[src/hdl/rlss_pkg.sv]
`default_nettype none
// ----------------------------------------------------------------------------
// rlss_pkg
// shared types, codes and defaults of the run-length sequence store
// ----------------------------------------------------------------------------
package rlss_pkg;

    // default sizing, handed down from the top level
    localparam int MAX_RUNS_DEF   = 64;
    localparam int COUNT_BITS_DEF = 16;

    // fixed total-length field width and its maximum
    localparam int TOTAL_W = 16;
    localparam logic [TOTAL_W-1:0] TOTAL_MAX = '1;

    // opcodes
    localparam logic [1:0] OP_APPEND = 2'd0;
    localparam logic [1:0] OP_GET    = 2'd1;
    localparam logic [1:0] OP_REMOVE = 2'd2;

    // result status codes
    localparam logic [1:0] ST_OK    = 2'd0;
    localparam logic [1:0] ST_INDEX = 2'd1;
    localparam logic [1:0] ST_FULL  = 2'd2;

    typedef struct packed {
        logic [1:0]         opcode;
        logic [7:0]         letter_in;
        logic [TOTAL_W-1:0] position;
    } t_in_item;

    typedef struct packed {
        logic [1:0]         status;
        logic [7:0]         letter_out;
        logic [TOTAL_W-1:0] total_length;
    } t_out_item;

    // controller states
    typedef enum logic [2:0] {
        S_IDLE,
        S_APPEND,
        S_SCAN,
        S_MERGE,
        S_SHIFT,
        S_FINISH
    } t_state;

    // datapath commands
    typedef enum logic [2:0] {
        DP_IDLE,
        DP_START,
        DP_APPEND,
        DP_SCAN,
        DP_MERGE,
        DP_SHIFT,
        DP_LOAD
    } t_dp_cmd;

    // datapath status towards the controller
    typedef struct packed {
        logic in_idx_err;
        logic hit;
        logic run_empties;
        logic shift_done;
    } t_dp_stat;

endpackage
`default_nettype wire

[src/hdl/rlss_ctrl.sv]
`default_nettype none
// ----------------------------------------------------------------------------
// rlss_ctrl
// sequencer: accepts one item, steps the datapath, hands the result out
// ----------------------------------------------------------------------------
module rlss_ctrl (
    input  wire logic               i_clk,
    input  wire logic               i_rst_n,
    input  wire logic               i_in_valid,
    input  wire logic [1:0]         i_in_opcode,
    output logic                    o_in_ready,
    output logic                    o_out_valid,
    input  wire logic               i_out_ready,
    output rlss_pkg::t_dp_cmd       o_cmd,
    input  wire rlss_pkg::t_dp_stat i_stat
);
    import rlss_pkg::*;

    t_state     r_state, n_state;
    logic [1:0] r_op, n_op;
    logic       r_out_valid, n_out_valid;
    logic       out_free;

    assign out_free    = !r_out_valid || i_out_ready;
    assign o_out_valid = r_out_valid;

    // next state
    always_comb begin
        n_state = r_state;
        unique case (r_state)
            S_IDLE: begin
                if (i_in_valid) begin
                    case (i_in_opcode)
                        OP_APPEND: n_state = S_APPEND;
                        OP_GET:    n_state = i_stat.in_idx_err ? S_FINISH : S_SCAN;
                        OP_REMOVE: n_state = i_stat.in_idx_err ? S_FINISH : S_SCAN;
                        default:   n_state = S_FINISH;
                    endcase
                end
            end
            S_APPEND: n_state = S_FINISH;
            S_SCAN: begin
                if (i_stat.hit) begin
                    n_state = (r_op == OP_REMOVE && i_stat.run_empties) ? S_MERGE : S_FINISH;
                end
            end
            S_MERGE: n_state = S_SHIFT;
            S_SHIFT: begin
                if (i_stat.shift_done) begin
                    n_state = S_FINISH;
                end
            end
            S_FINISH: begin
                if (out_free) begin
                    n_state = S_IDLE;
                end
            end
            default: n_state = S_IDLE;
        endcase
    end

    // outputs
    always_comb begin
        o_in_ready  = 1'b0;
        o_cmd       = DP_IDLE;
        n_op        = r_op;
        n_out_valid = r_out_valid && !i_out_ready;
        unique case (r_state)
            S_IDLE: begin
                o_in_ready = 1'b1;
                if (i_in_valid) begin
                    o_cmd = DP_START;
                    n_op  = i_in_opcode;
                end
            end
            S_APPEND: o_cmd = DP_APPEND;
            S_SCAN:   o_cmd = DP_SCAN;
            S_MERGE:  o_cmd = DP_MERGE;
            S_SHIFT:  o_cmd = DP_SHIFT;
            S_FINISH: begin
                if (out_free) begin
                    o_cmd       = DP_LOAD;
                    n_out_valid = 1'b1;
                end
            end
            default: o_cmd = DP_IDLE;
        endcase
    end

    always_ff @(posedge i_clk) begin
        if (!i_rst_n) begin
            r_state     <= S_IDLE;
            r_out_valid <= 1'b0;
        end else begin
            r_state     <= n_state;
            r_out_valid <= n_out_valid;
        end
    end

    always_ff @(posedge i_clk) begin
        r_op <= n_op;
    end

    a_valid_from_finish: assert property (@(posedge i_clk) disable iff (!i_rst_n)
        $rose(r_out_valid) |-> $past(r_state) == S_FINISH)
        else $error("result raised outside finish");

    a_finish_loads: assert property (@(posedge i_clk) disable iff (!i_rst_n)
        (r_state == S_FINISH && out_free) |=> (r_out_valid && r_state == S_IDLE))
        else $error("finish did not load the result");

    a_accept_leaves_idle: assert property (@(posedge i_clk) disable iff (!i_rst_n)
        (i_in_valid && o_in_ready) |=> r_state != S_IDLE)
        else $error("accepted item left no work");

endmodule
`default_nettype wire

[config.mk]
export PLATFORM = sky130hd
export DESIGN_NAME = rlss_ctrl
export DESIGN_NICKNAME = d
export VERILOG_FILES = /design/src/hdl/rlss_pkg.sv /design/src/hdl/rlss_ctrl.sv
export SDC_FILE = /design/constraint.sdc
export NUM_CORES = 1
export LEC_CHECK = 0
export BUFFER_PORTS_ARGS = -buffer_cell sky130_fd_sc_hd__buf_2
export CORE_AREA = 4 4 41 43
export CTS_CLUSTER_DIAMETER = 60
export CTS_CLUSTER_SIZE = 10
export DETAILED_ROUTE_END_ITERATION = 16
export DIE_AREA = 0 0 45 47
export GPL_TIMING_DRIVEN = 1
export PLACE_DENSITY = 0.63
export SLEW_MARGIN = 20
export SYNTH_ARGS = -nofsm -noshare
export SYNTH_HDL_FRONTEND = slang
export SYNTH_SLANG_ARGS = --single-unit
[constraint.sdc]
create_clock -name i_clk -period 2.05 [get_ports i_clk]
set_input_delay 0.41 -clock i_clk [delete_from_list [all_inputs] [get_ports i_clk]]
set_output_delay 0.41 -clock i_clk [all_outputs]
set_load 0.02 [all_outputs]
* Yosys cells after proc, flatten, opt, wreduce, memory -nomap -nowiden
Index checks and enable logic that the tools add are counted.
** Word-level totals
- Input port bits :: 10
- Output and inout bits :: 5
- Bits in registers :: 6
** Cells by class
- Eq/ne operators :: 12
- Reductions and logical operators :: 10
- Mux-type cells :: 14
** Operators with widths (count)
- one-hot mux 3 bit (6 select lines) :: 2
- two-way mux 3 bit :: 7
- != test 2 bit (second input constant) :: 4
- equality test 3 x 2 -> 1 bit (second input constant) :: 2
- equality test 3 bit (second input constant) :: 2
- one-hot mux 3 bit (2 select lines) :: 1
- equality test 2 bit (second input constant) :: 2
- two-way mux 1 bit :: 4
- AND reduction 4 bit :: 1
- equality test 3 x 1 -> 1 bit (second input constant) :: 1
- zero test 3 bit :: 1
- equality test 2 x 1 -> 1 bit (second input constant) :: 1
- logical AND 1 bit :: 2
- zero test 1 bit :: 2
- zero test 2 bit :: 1
- AND reduction 2 bit :: 1
- OR reduction 2 bit :: 1
- logical OR 1 bit :: 1

* Logic depth before layout (Yosys ltp)
- Depth in word-level cells :: 5
- Gate-level depth with buffers :: 6
- Mapped depth without buffers :: 6

* Least setup slack after synthesis
Ideal clock, no wire load.
- Kind :: register to register
- From :: reg r_state[2]
- To :: reg r_op[0] (enable)
- Path slack :: 412 ps
- Clock period less this slack :: 1638 ps
- Cell stages (with the launch flop) :: 4
- Setup time :: 299 ps
- Data arrival time :: 1339 ps
- Required time :: 1751 ps
- Path through :: dfxtp_1 buf_4 nor3_1 and2_1
** On the way
- Cells in the longest elaborated chain, start to end :: 2
** Ends and longest elaborated chain
- start: declaration :: line rlss_ctrl.sv:19 : t_state r_state, n_state;
- start signal: assignment :: line rlss_ctrl.sv:95 : r_state <= n_state;
- zero test 3 bit :: line rlss_ctrl.sv:68 : unique case (r_state)
- AND reduction 2 bit (no source line)
- end signal: assignment :: line rlss_ctrl.sv:101 : r_op <= n_op;
- end: declaration :: line rlss_ctrl.sv:20 : logic [1:0] r_op, n_op;
No other way between the ends.
A chain may end at the register's enable or synchronous reset.

* Final worst setup path
- From :: reg r_state[0]
- To :: out o_in_ready
** On the way
- Cells in the longest elaborated chain, start to end :: 2
** Ends and longest elaborated chain
- zero test 3 bit :: line rlss_ctrl.sv:68
- two-way mux 1 bit :: line rlss_ctrl.sv:68
- end: declaration :: line rlss_ctrl.sv:11 : output logic o_in_ready,
No other way between the ends.

==> results.py <==
metrics = {
    "clock_tree": {
        "clock_latency_ns": 0.24,
        "htree_levels": 1,
        "cts_resized": 0,
        "postCtsSetupBuffers": 0,
        "numClockSinks": 6,
        "cts_buffers": 3,
        "tritoncts": "yes",
        "root_buffer": "clkbuf_4",
        "path_clk_slew_ns": 0.05,
        "cts_buffer_depth": 2,
        "cts_hold_buffers": 0,
    },
    "drt": {
        "drc": 0,
        "drtIter0Drc": 13,
        "avgRoutedWirePerCell_microns": 10.29,
        "drt-total-wl_microns": 813,
        "drt_pass1_iterations": 4,
        "vias": 383,
        "via_per_inst": 4.848,
        "ant_nets": 0,
    },
    "yosys": {
        "synth_area_per_cell_sq_um": 8.375,
        "synth_top_area_cell": "dfxtp_1",
        "ys_warn_count": 0,
        "ys_types": 26,
        "synth_area_leaders": "dfxtp_1 (20%), edfxtp_1 (15%), ha_1 (6.1%)",
        "synth.top_cell.area_share_pct": 19.51,
        "syn_inst": 49,
        "ys_ff_latch": 6,
        "netlist_area_sq_um": 410.4,
        "yosysSeqAreaShare_pct": 34.15,
        "synth_nets": 61,
    },
    "timing": {
        "setup_viol": 0,
        "finalCritPeriodShare_pct": 84.01,
        "worst_slew_pin_slew_ns": 0.4897,
        "fmax_mhz": 580.7,
        "period_needed_ns": 1.722,
        "timing_hold_violations_final": 0,
        "drv_slew": 0,
        "fin_tns_setup_ns": 0,
        "final.setup.worst_slack_ns": 0.3278,
        "skew_ns": 0.005318,
        "rsz0062_at_grt": "false",
        "relSlewSlack_pct": 66.90,
    },
    "grt": {
        "met2_usage_pct": 12.43,
        "top_usage_layer": "met2",
        "use_met1_pct": 11.26,
        "grt_max_degree": 14,
        "track_usage_pct": 8.803,
        "antenna_found_initial": 0,
        "met3_usage_pct": 5.747,
        "grt_first_pass_wirelength_microns": 1304,
        "overflow": 0,
        "grt_pass1_vias": 324,
    },
    "floorplan": {
        "dieArea_sq_um": 2115,
        "rows": 13,
        "fp.dieW_microns": 45,
        "start_util_pct": 31.54,
        "core-area_sq_um": 1301,
        "dieHeight_microns": 47,
        "ioPinCount": 15,
    },
    "setup_path": {
        "required_ns": 1.64,
        "cp-end-kind": "primary output",
        "max_stage_delay_ns": 0.42,
        "worstPathArrival_ns": 1.31,
        "worst_setup_path_start_kind": "register",
        "path_max_fanout": 12,
        "path_class": "register to primary output",
        "worstPathCellList": "nor3_1 -> buf_2",
        "crit_path_top_delay_cell": "dfxtp_1",
    },
    "min_path": {
        "hp-class": "primary input to register",
    },
    "placed_design": {
        "place_area_sq_um": 475.5,
        "dp_hpwl_microns": 646.1,
        "place_congestion": 0.6715,
        "io_buffers": 14,
        "post-place-ws_ns": 0.5146,
    },
    "cells_and_area": {
        "syn_to_final_growth_pct": 22.26,
        "layout.nets": 77,
        "final_layout_size_suffix_gt1_share_pct": 28.13,
        "fill_cells": 155,
        "postLayoutCellArea_sq_um": 501.7,
        "diodes": 0,
    },
    "power": {
        "peakVddDrop_uv": 403.0,
        "cellPowerDensity_nw_per_um2": 1095,
        "p_leak_nw": 0.2086,
    },
    "outcome": {
        "outcome": "completed",
    },
    "flow_run": {
        "cap_violations": 0,
    },
}
==> flip-flops by register name, indices dropped and copies added (netlist names) <==
register,flops
o_out_valid,1
r_state,3
r_op,2
==> worst max-delay path: cells and delay by family (launching register included) <==
kind | cells | cell delay (ns)
buf+inv | 1 | 0.24
flops | 1 | 0.42
simple gates | 1 | 0.41
==> layout make-up <==
| class | count | area, sq um | share of cell area, % |
|---|---|---|---|
| Inverter | 5 | 18.77 | 3.741 |
| Clock buffer | 4 | 26.28 | 5.237 |
| Sequential cell | 6 | 140.1 | 27.93 |
| Multi-Input combinational cell | 35 | 227.7 | 45.39 |
| Timing Repair Buffer | 14 | 70.07 | 13.97 |
| Tap cell | 15 | 18.77 | 3.741 |
==> placed cells by master, fill, tap and decap left out, types with 3 or more instances in the layout <==
| master | synthesis | routed |
|---|---|---|
| buf_2 | 1 | 14 |
| clkbuf_4 | 0 | 3 |
| o21ai_1 | 3 | 3 |
| dfxtp_1 | 4 | 4 |
| inv_1 | 5 | 5 |
| nand2_1 | 4 | 4 |
| nor3_1 | 4 | 4 |
| o21ai_0 | 3 | 3 |
==> cells in the mapped netlist, drive strengths merged <==
cell	instances
a211oi	1
a21boi	2
a21oi	1
a31oi	1
and2	1
buf	3
dfxtp	4
edfxtp	2
ha	2
inv	5
nand2	4
nand2b	2
nand3b	2
nand4b	1
nor2	2
nor3	4
nor4b	1
o211ai	1
o21ai	6
o311ai	1
o41ai	1
or4	1
xnor2	1
==> cell families (layout without fill, tap and decap cells) <==
| group | count (synthesis) | count (layout) | synth area share, % |
|---|---|---|---|
| AO/OA/AOI/OAI | 14 | 14 | 21.65 |
| XOR/XNOR | 1 | 1 | 2.135 |
| adder cells (fa/ha/maj) | 2 | 2 | 6.097 |
| buffers and inverters | 8 | 23 | 10.37 |
| flip-flops | 6 | 6 | 34.15 |
| AND/OR/NAND/NOR | 18 | 18 | 25.61 |
==> power by group <==
part,internal [mW],total (mW),switching [mW]
Sequential,0.153,0.207,0.0538
Clock,0.0737,0.117,0.0428
Combinational,0.0971,0.226,0.129
==> final timing paths <==
| check | start | endpoint | slack (ns) | cells after the start |
|---|---|---|---|---|
| hold / removal | i_in_opcode[1] | r_op[1] | 0.38 | 1 |
| hold reg to reg | o_out_valid | o_out_valid | 0.58 | 2 |
| setup reg to reg | r_state[1] | r_state[0] | 0.51 | 4 |
| setup / recovery | r_state[0] | o_in_ready | 0.33 | 2 |
==> metrics by stage <==
step	std cells	total power [mW]	utilization [%]	hold WS [ns]
2_1_floorplan	49	0.3868	-	0.5078
3_3_place_gp	75	0.4352	36.54	0.5840
3_5_place_dp	75	0.4382	36.54	0.5856
4_1_cts	79	0.5574	38.56	0.3686
5_1_grt	79	0.6029	38.56	0.3575
6_report	79	0.5493	38.56	0.3770
==> per-layer routing <==
metal	up-vias	routed length, microns
met3	0	77
met2	12	351
met5	-	0
met4	0	0
li1	206	-
met1	165	383
Note: power is estimated with default switching activity, not from simulation.
