`config.mk`:
```
export PLATFORM = sky130hd
export DESIGN_NAME = rlss_dpath
export DESIGN_NICKNAME = d
export VERILOG_FILES = /design/src/hdl/rlss_pkg.sv /design/src/hdl/rlss_dpath.sv
export SDC_FILE = /design/constraint.sdc
export NUM_CORES = 2
export LEC_CHECK = 0
export BUFFER_PORTS_ARGS = -buffer_cell sky130_fd_sc_hd__buf_4
export CAP_MARGIN = 20
export CORE_MARGIN = 1.5
export CORE_UTILIZATION = 63
export CTS_CLUSTER_DIAMETER = 100
export DETAILED_ROUTE_END_ITERATION = 8
export PLACE_DENSITY_LB_ADDON = 0.1
export SLEW_MARGIN = 5
export SYNTH_ARGS = -nofsm -noshare
export SYNTH_HDL_FRONTEND = slang
export SYNTH_SLANG_ARGS = --single-unit
```
`constraint.sdc`:
```
create_clock -name i_clk -period 10.1 [get_ports i_clk]
set_input_delay 3.03 -clock i_clk [delete_from_list [all_inputs] [get_ports i_clk]]
set_output_delay 3.03 -clock i_clk [all_outputs]
set_load 0.03 [all_outputs]
```
`src/hdl/rlss_pkg.sv`:
```
`default_nettype none
// ----------------------------------------------------------------------------
// rlss_pkg
// shared types, codes and defaults of the run-length sequence store
// ----------------------------------------------------------------------------
package rlss_pkg;

    // default sizing, handed down from the top level
    localparam int MAX_RUNS_DEF   = 64;
    localparam int COUNT_BITS_DEF = 16;

    // fixed total-length field width and its maximum
    localparam int TOTAL_W = 16;
    localparam logic [TOTAL_W-1:0] TOTAL_MAX = '1;

    // opcodes
    localparam logic [1:0] OP_APPEND = 2'd0;
    localparam logic [1:0] OP_GET    = 2'd1;
    localparam logic [1:0] OP_REMOVE = 2'd2;

    // result status codes
    localparam logic [1:0] ST_OK    = 2'd0;
    localparam logic [1:0] ST_INDEX = 2'd1;
    localparam logic [1:0] ST_FULL  = 2'd2;

    typedef struct packed {
        logic [1:0]         opcode;
        logic [7:0]         letter_in;
        logic [TOTAL_W-1:0] position;
    } t_in_item;

    typedef struct packed {
        logic [1:0]         status;
        logic [7:0]         letter_out;
        logic [TOTAL_W-1:0] total_length;
    } t_out_item;

    // controller states
    typedef enum logic [2:0] {
        S_IDLE,
        S_APPEND,
        S_SCAN,
        S_MERGE,
        S_SHIFT,
        S_FINISH
    } t_state;

    // datapath commands
    typedef enum logic [2:0] {
        DP_IDLE,
        DP_START,
        DP_APPEND,
        DP_SCAN,
        DP_MERGE,
        DP_SHIFT,
        DP_LOAD
    } t_dp_cmd;

    // datapath status towards the controller
    typedef struct packed {
        logic in_idx_err;
        logic hit;
        logic run_empties;
        logic shift_done;
    } t_dp_stat;

endpackage
`default_nettype wire

```
`src/hdl/rlss_dpath.sv`:
```
`default_nettype none
// ----------------------------------------------------------------------------
// rlss_dpath
// run table memory, counters, position scan, merge and shift datapath
// ----------------------------------------------------------------------------
module rlss_dpath #(
    parameter int MAX_RUNS   = rlss_pkg::MAX_RUNS_DEF,
    parameter int COUNT_BITS = rlss_pkg::COUNT_BITS_DEF
) (
    input  wire logic                i_clk,
    input  wire logic                i_rst_n,
    input  wire rlss_pkg::t_in_item  i_in_data,
    input  wire rlss_pkg::t_dp_cmd   i_cmd,
    output rlss_pkg::t_dp_stat       o_stat,
    output rlss_pkg::t_out_item      o_out_data
);
    import rlss_pkg::*;

    localparam int RUN_W  = $clog2(MAX_RUNS);
    localparam int USED_W = $clog2(MAX_RUNS + 1);
    localparam int SUM_W  = ((COUNT_BITS > TOTAL_W) ? COUNT_BITS : TOTAL_W) + 1;
    localparam logic [COUNT_BITS-1:0] COUNT_MAX = '1;

    // run table
    logic [7:0]            mem_letter [MAX_RUNS];
    logic [COUNT_BITS-1:0] mem_len    [MAX_RUNS];
    logic [7:0]            r_rd_letter;
    logic [COUNT_BITS-1:0] r_rd_len;
    logic [RUN_W-1:0]      rd_addr, wr_addr;
    logic                  wr_en;
    logic [7:0]            wr_letter;
    logic [COUNT_BITS-1:0] wr_len;

    // state and working registers
    logic [USED_W-1:0]     r_runs_used, n_runs_used;
    logic [TOTAL_W-1:0]    r_char_total, n_char_total;
    logic [1:0]            r_op, n_op;
    logic [7:0]            r_letter_in, n_letter_in;
    logic [TOTAL_W-1:0]    r_pos, n_pos;
    logic [RUN_W-1:0]      r_k, n_k;
    logic [TOTAL_W-1:0]    r_acc, n_acc;
    logic [7:0]            r_prev_letter, n_prev_letter;
    logic [COUNT_BITS-1:0] r_prev_len, n_prev_len;
    logic [USED_W-1:0]     r_src, n_src;
    logic [USED_W-1:0]     r_wr, n_wr;
    logic [USED_W-1:0]     r_end, n_end;
    logic                  r_dv, n_dv;
    logic [1:0]            r_status, n_status;
    logic [7:0]            r_letter_out, n_letter_out;
    t_out_item             r_out, n_out;

    // derived values
    logic [SUM_W-1:0]      scan_sum;
    logic                  scan_hit;
    logic [RUN_W-1:0]      k_next;
    logic [USED_W-1:0]     k_plus1;
    logic [COUNT_BITS:0]   merge_sum;
    logic                  do_merge;
    logic [RUN_W-1:0]      last_idx;
    logic                  can_rd;

    assign scan_sum  = SUM_W'(r_acc) + SUM_W'(r_rd_len);
    assign scan_hit  = SUM_W'(r_pos) < scan_sum;
    assign k_next    = (r_k == RUN_W'(MAX_RUNS - 1)) ? '0 : r_k + 1'b1;
    assign k_plus1   = USED_W'(r_k) + 1'b1;
    assign merge_sum = {1'b0, r_prev_len} + {1'b0, r_rd_len};
    assign do_merge  = (r_k != '0) && (k_plus1 < r_runs_used)
                       && (r_prev_letter == r_rd_letter) && !merge_sum[COUNT_BITS];
    assign last_idx  = (r_runs_used == '0) ? '0 : RUN_W'(r_runs_used - 1'b1);
    assign can_rd    = r_src < r_end;

    assign o_stat.in_idx_err  = i_in_data.position >= r_char_total;
    assign o_stat.hit         = scan_hit;
    assign o_stat.run_empties = r_rd_len == COUNT_BITS'(1);
    assign o_stat.shift_done  = !r_dv && !can_rd;
    assign o_out_data         = r_out;

    always_comb begin
        rd_addr       = '0;
        wr_en         = 1'b0;
        wr_addr       = '0;
        wr_letter     = r_rd_letter;
        wr_len        = r_rd_len;
        n_runs_used   = r_runs_used;
        n_char_total  = r_char_total;
        n_op          = r_op;
        n_letter_in   = r_letter_in;
        n_pos         = r_pos;
        n_k           = r_k;
        n_acc         = r_acc;
        n_prev_letter = r_prev_letter;
        n_prev_len    = r_prev_len;
        n_src         = r_src;
        n_wr          = r_wr;
        n_end         = r_end;
        n_dv          = r_dv;
        n_status      = r_status;
        n_letter_out  = r_letter_out;
        n_out         = r_out;
        case (i_cmd)
            DP_START: begin
                n_op         = i_in_data.opcode;
                n_letter_in  = i_in_data.letter_in;
                n_pos        = i_in_data.position;
                n_k          = '0;
                n_acc        = '0;
                n_letter_out = '0;
                n_status     = ((i_in_data.opcode == OP_GET || i_in_data.opcode == OP_REMOVE)
                                && o_stat.in_idx_err) ? ST_INDEX : ST_OK;
                // append wants the last run, a scan starts at run zero
                rd_addr      = (i_in_data.opcode == OP_APPEND) ? last_idx : '0;
            end
            DP_APPEND: begin
                if (r_char_total == TOTAL_MAX) begin
                    n_status = ST_FULL;
                end else if (r_runs_used != '0 && r_rd_letter == r_letter_in) begin
                    if (r_rd_len == COUNT_MAX) begin
                        n_status = ST_FULL;
                    end else begin
                        wr_en        = 1'b1;
                        wr_addr      = last_idx;
                        wr_letter    = r_letter_in;
                        wr_len       = r_rd_len + 1'b1;
                        n_char_total = r_char_total + 1'b1;
                    end
                end else if (r_runs_used == USED_W'(MAX_RUNS)) begin
                    n_status = ST_FULL;
                end else begin
                    wr_en        = 1'b1;
                    wr_addr      = RUN_W'(r_runs_used);
                    wr_letter    = r_letter_in;
                    wr_len       = COUNT_BITS'(1);
                    n_runs_used  = r_runs_used + 1'b1;
                    n_char_total = r_char_total + 1'b1;
                end
            end
            DP_SCAN: begin
                // next run is fetched either way: a remove needs it for the merge
                rd_addr = k_next;
                if (scan_hit) begin
                    if (r_op == OP_GET) begin
                        n_letter_out = r_rd_letter;
                    end else begin
                        wr_en        = 1'b1;
                        wr_addr      = r_k;
                        wr_len       = r_rd_len - 1'b1;
                        n_char_total = r_char_total - 1'b1;
                    end
                end else begin
                    n_acc         = scan_sum[TOTAL_W-1:0];
                    n_prev_letter = r_rd_letter;
                    n_prev_len    = r_rd_len;
                    n_k           = k_next;
                end
            end
            DP_MERGE: begin
                n_wr  = USED_W'(r_k);
                n_end = r_runs_used;
                n_dv  = 1'b0;
                if (do_merge) begin
                    wr_en       = 1'b1;
                    wr_addr     = r_k - 1'b1;
                    wr_letter   = r_prev_letter;
                    wr_len      = merge_sum[COUNT_BITS-1:0];
                    n_src       = k_plus1 + 1'b1;
                    n_runs_used = r_runs_used - USED_W'(2);
                end else begin
                    n_src       = k_plus1;
                    n_runs_used = r_runs_used - 1'b1;
                end
            end
            DP_SHIFT: begin
                // read one run ahead, write the one fetched last cycle
                rd_addr = can_rd ? RUN_W'(r_src) : '0;
                n_dv    = can_rd;
                if (can_rd) begin
                    n_src = r_src + 1'b1;
                end
                if (r_dv) begin
                    wr_en   = 1'b1;
                    wr_addr = RUN_W'(r_wr);
                    n_wr    = r_wr + 1'b1;
                end
            end
            DP_LOAD: begin
                n_out.status       = r_status;
                n_out.letter_out   = r_letter_out;
                n_out.total_length = r_char_total;
            end
            default: begin
                n_out = r_out;
            end
        endcase
    end

    always_ff @(posedge i_clk) begin
        if (wr_en) begin
            mem_letter[wr_addr] <= wr_letter;
            mem_len[wr_addr]    <= wr_len;
        end
        r_rd_letter <= mem_letter[rd_addr];
        r_rd_len    <= mem_len[rd_addr];
    end

    always_ff @(posedge i_clk) begin
        if (!i_rst_n) begin
            r_runs_used  <= '0;
            r_char_total <= '0;
            r_dv         <= 1'b0;
        end else begin
            r_runs_used  <= n_runs_used;
            r_char_total <= n_char_total;
            r_dv         <= n_dv;
        end
    end

    always_ff @(posedge i_clk) begin
        r_op          <= n_op;
        r_letter_in   <= n_letter_in;
        r_pos         <= n_pos;
        r_k           <= n_k;
        r_acc         <= n_acc;
        r_prev_letter <= n_prev_letter;
        r_prev_len    <= n_prev_len;
        r_src         <= n_src;
        r_wr          <= n_wr;
        r_end         <= n_end;
        r_status      <= n_status;
        r_letter_out  <= n_letter_out;
        r_out         <= n_out;
    end

    a_runs_bound: assert property (@(posedge i_clk) disable iff (!i_rst_n)
        r_runs_used <= USED_W'(MAX_RUNS))
        else $error("run count beyond table depth");

    // the total drops in the cycle before the run count does on a remove that empties a run
    a_empty_agree: assert property (@(posedge i_clk) disable iff (!i_rst_n)
        (i_cmd != DP_MERGE) |-> ((r_runs_used == '0) == (r_char_total == '0)))
        else $error("run count and total disagree on empty");

    a_scan_in_table: assert property (@(posedge i_clk) disable iff (!i_rst_n)
        (i_cmd == DP_SCAN) |-> (USED_W'(r_k) < r_runs_used))
        else $error("scan ran past the last run");

    a_shift_order: assert property (@(posedge i_clk) disable iff (!i_rst_n)
        (i_cmd == DP_SHIFT && r_dv) |-> (r_wr < r_src))
        else $error("shift write overtook its read");

endmodule
`default_nettype wire

```
# --- Word-level counts from Yosys, hierarchy flattened ---
# Memories as Yosys holds them, arrays and structs flattened. A register that Yosys moved wholly into a read port is not among the register bits.
# Cells that the tools add are included.
word_totals:
  ram_bits: 1536
  regBits: 153
  output_inout_bits: 30
  in_bits: 31
  memories: 2
  elab_cells: 166
classes:
  n_bitwise: 1
  n_lt_le_gt_ge: 4
  n_addsub: 15
  n_reduce_logical: 27
  muxes: 70
  n_eq_ne: 29
memory_table:
  columns: ["memory", "words", "width", "rd", "rd_ports_with_merged_regs", "write_ports", "line_no", "source"]
  rows:
  - ["mem_len", 64, 16, 1, 1, 1, "rlss_dpath.sv:26", "logic [COUNT_BITS-1:0] mem_len [MAX_RUNS];"]
  - ["mem_letter", 64, 8, 1, 1, 1, "rlss_dpath.sv:25", "logic [7:0] mem_letter [MAX_RUNS];"]
ops:
  columns: ["op", "count"]
  rows:
  - ["16-bit 2-to-1 mux", 14]
  - ["6-bit 2-to-1 mux", 13]
  - ["16-bit one-hot mux with 2 select lines", 2]
  - ["8-bit 2-to-1 mux", 7]
  - ["7-bit 2-to-1 mux", 7]
  - ["16-bit one-hot mux with 3 select lines", 1]
  - ["7-bit one-hot mux with 2 select lines", 3]
  - ["16-bit by 16-bit adder with 17-bit output", 2]
  - ["16-bit by 1-bit adder with 16-bit output (second input constant)", 2]
  - ["16-bit equality test (second input constant)", 2]
  - ["8-bit one-hot mux with 2 select lines", 2]
  - ["16-bit by 1-bit subtractor with 16-bit output (second input constant)", 2]
  - ["7-bit by 1-bit adder with 7-bit output (second input constant)", 4]
  - ["6-bit one-hot mux with 4 select lines", 1]
  - ["2-bit inequality test (second input constant)", 9]
  - ["6-bit one-hot mux with 3 select lines", 1]
  - ["16-bit by 17-bit < comparator with 1-bit output", 1]
  - ["16-bit by 1-bit equality test with 1-bit output (second input constant)", 1]
  - ["8-bit equality test", 2]
  - ["16-bit greater-or-equal comparator", 1]
  - ["7-bit < comparator", 2]
  - ["6-bit one-hot mux with 2 select lines", 1]
  - ["1-bit 2-to-1 mux", 11]
  - ["2-bit nonzero test", 5]
  - ["other kinds (30)", 50]

# --- Logic depth before layout (Yosys ltp) ---
depth:
  word_depth: 9
  ltp_mapped: 21
  ltp_nobuf: 19

# --- Worst setup path after synthesis ---
# Ideal clock, no wire load.
synth_path:
  path_type: "input to output"
  start: "input i_in_data[0] (netlist name)"
  end: "output o_stat[3] (netlist name)"
  t_required_ns: 7.070
  arrival_ns: 4.760
  stages: 10
  path_slack_ns: 2.310
  path_buffers: 0
  cell_sequence: "inv_1 ha_1 nand2b_1 a21o_1 a21o_1 a211oi_1 o21bai_1 a211oi_1 o21ai_0 a211o_1"
synth_lines:
  columns: ["element", "line_no", "source"]
  rows:
  - ["start: declaration", "rlss_dpath.sv:12", "input wire rlss_pkg::t_in_item i_in_data,"]
  - ["end: declaration", "rlss_dpath.sv:14", "output rlss_pkg::t_dp_stat o_stat,"]

==> impl_metrics.tcl <==
set metrics [dict create \
    fin_worst_skew_ps 28.1 \
    worstPathMaxFanout 9 \
    synth_xor_area_share_pct 1.00 \
    cts_buffers 168 \
    clk_path_buf_depth 3 \
    rsz0062_at_grt "false" \
    muxShareOfSynthArea_pct 7.33 \
    hold_viol 0 \
    cpPeakStageDelay_ps 800 \
    final_cell_area_um2 78400 \
    grt_pass1_wl_mm 258 \
    drt_wl_total_mm 176 \
    postRouteAntennaNets 0 \
    tightest_slew_ps 1060 \
    dp_hpwl_mm 103 \
    synthArstFlopShare_pct 0 \
    cts_root_buffer "clkbuf_16" \
    vias 40900 \
    netlist_area_um2 69800 \
    synth_top_family_by_area "simple AND/OR/NAND/NOR gates" \
    core_area_um2 109000 \
    synth_area_leaders "edfxtp_1 (72%), mux4_2 (6.2%), nand2_1 (3.9%)" \
    synth_seq_cells 1712 \
    crit_required_ps 7070 \
    post-cts-setup-buffer-count 0 \
    hold_buffers 0 \
    period_share_pct 86.5 \
    worstSkewPairLatency_ps 800 \
    num_rows 121 \
    die_x_um 336 \
    synthAdderAreaFrac_pct 1.97 \
    holdPathStages 0 \
    area_growth_pct 12.3 \
    critPathLaunchType "flip-flop" \
    crit_path_top_delay_cell "o2bb2ai_1" \
    synth_top_area_cell "edfxtp_1" \
    crit_chain "ha_1 > fa_1 > a211o_1 > a2111oi_0 > o31ai_1 > a41o_1 > a21o_1 > a21oi_1 > xor2_1 > ha_1 > a21o_1 > a21oi_1 > nor2_1 > o2bb2ai_1 > or2_2 > buf_4" \
    synth_top_cell_area_share_pct 71.6 \
    syn-num-nets 4576 \
    seqCellArea_um2 50900 \
    fillers 6816 \
    maxCapViolCount 0 \
    hold_end "o_out_data[18]" \
    gp_congestion 0.916 \
    ys_types 84 \
    synth_enable_flop_cells 1664 \
    placedInstanceArea_um2 72800 \
    min_period_ps 8740 \
    cts_tree "done" \
    worstSetupEndpointType "primary output" \
    r2r-start "r_rd_len[0]" \
    relSlewSlack_pct 29.2 \
    cts_sinks 1712 \
    antenna_found_initial 5 \
    synth_most_common_cell "edfxtp_1" \
    synthCells 4437 \
    die_y_um 336 \
    htree_levels 4 \
    io_pins 61 \
    synth_top_flop_cell "edfxtp_1" \
    ir_drop_mv 0.223 \
    hp-start "r_letter_out[2]" \
    start_util_pct 63.8 \
    slew_viol_final 0 \
    dieArea_um2 113000 \
    drc_errors 0 \
    arrival_ps 5710 \
    r2r-end "mem_len[34][2]" \
    synthSimpleGateAreaFrac_pct 9.29 \
    multiInputGateArea_um2 18100 \
    status "finished clean" \
    synth_commonest_cells "edfxtp_1 (1,664), nand2_1 (723), nand3_1 (233)" \
    grt_use_total_pct 31.7 \
    leakage_nw 26.2 \
    hold_ws_ps 426 \
    synth_area_per_cell_um2 15.7 \
    p_per_area_nw_per_um2 212 \
    ys_warn_count 0 \
    dr.pass1.iters 6 \
    critPathTopFamily "compound AO/OA/AOI/OAI gates" \
    layout.nets 4731 \
    gr-total-overflow 0 \
    path_buf_inv 1 \
    hold_path_class "reg2reg" \
    reg2reg_depth 19 \
    avgRoutedWirePerCell_um 28.4 \
    r2r_slack_ps 2610 \
    drt_iter0_markers 5015 \
    ys_seq_area_share_pct 73.0 \
    fin_setup_tns_ps 0 \
    clkTransAtPathRegs_ps 60 \
    setup_violations 0 \
    synth_compound_area_share_pct 5.70 \
    grt_pass1_vias 39600 \
    io_buffers 60 \
    post_cts_resized 0 \
    path_class "reg2out" \
    fmax_mhz 114 \
    via_per_inst 6.58 \
    grt_max_degree 146 \
    drive_gt1_share_pct 16.4 \
]
-- where the power goes --
part / switching [mW] / leakage (nW) / internal, mW
registers: 0.135 / 15.5 / 8.35
logic: 1.42 / 8.06 / 0.542
clock network: 2.65 / 2.67 / 3.56
total: 4.21 / 26.2 / 12.4
-- worst max-delay path by stage --
stage	from	endpoint	slack, ps	depth (start not counted)
2_1_floorplan	i_in_data[0]	o_stat[3]	2310	10
3_5_place_dp	i_in_data[0]	o_stat[3]	1830	12
5_1_grt	r_rd_len[0]	o_stat[2]	1090	16
6_report	r_rd_len[0]	o_stat[2]	1360	16
4_1_cts	r_rd_len[0]	o_stat[2]	1430	16
3_3_place_gp	i_in_data[0]	o_stat[3]	1870	12
-- worst reg2reg max path: cells and delay by family, from the launching register on --
| family | cells | cell delay [ps] |
|---|---|---|
| xor gates and xnor gates | 1 | 240 |
| and+or+nand+nor | 3 | 1610 |
| DFF | 1 | 400 |
| adders and majority gates | 3 | 990 |
| buffers and inverters | 1 | 420 |
| AOI/OAI and AO/OA | 11 | 3520 |
-- cell usage in the layout, fill, tap and decap left out, types with 73 or more instances in the layout --
cell          n
a21oi_1      90
a22oi_1      99
a31oi_1      85
a32oi_1      73
buf_4       202
clkbuf_16   170
edfxtp_1   1664
ha_1        105
mux2i_1      78
mux4_2      192
nand2_1     722
nand3_1     229
nand4_1      89
nor2_1       97
-- cell families (layout without fill, tap and decap cells) --
| group | after synthesis | in the layout |
|---|---|---|
| buf+inv | 297 | 596 |
| fa+ha+maj | 108 | 108 |
| simple gates | 1408 | 1408 |
| other cells | 0 | 4 |
| compound gates | 561 | 561 |
| xor+xnor | 80 | 80 |
| flops | 1712 | 1712 |
| mux | 271 | 271 |
-- flip-flops by register name, summed over array words and instances, names as in the netlist, 7 cells and up --
register and cells:
r_letter_in 8, r_prev_letter 8, r_acc 16, r_letter_out 8, mem_len 1024, r_rd_len 16, r_pos 16, r_prev_len 16
r_rd_letter 8, r_runs_used 7, r_src 7, o_out_data 26, mem_letter 512, r_end 7, r_char_total 16
-- routing by layer --
metal  wire length, um  track usage, %  up-vias  part of all wire, %
met5                 8               0        -               0.0045
met4              6530            11.5        2                  3.7
met3             19500            6.35      333                   11
met2             80800            48.2     2312                   46
met1             69400            46.3    20500                   39
li1                  -               -    17700                    -
-- metrics by stage --
step           instances  utilization (%)  worst slack, ps  power, mW
6_report            6216             71.7             1360       16.7
5_1_grt             6212             71.7             1090       17.1
4_1_cts             6208             71.6             1430       16.7
3_5_place_dp        5894             66.6             1830       10.5
3_3_place_gp        5894             66.6             1870       10.5
2_1_floorplan       4437                -             2310       9.76
-- area by class of cell --
cell class | count | area share [%]
repair buffers | 216 | 2.29
inverters | 66 | 0.316
diodes | 4 | 0.0128
multi-input cells | 2428 | 23.1
clock buffers | 217 | 5.70
flip-flops and latches | 1712 | 65.0
clock inverters | 97 | 1.27
well taps | 1476 | 2.36
(Power assumes the default switching activity.)
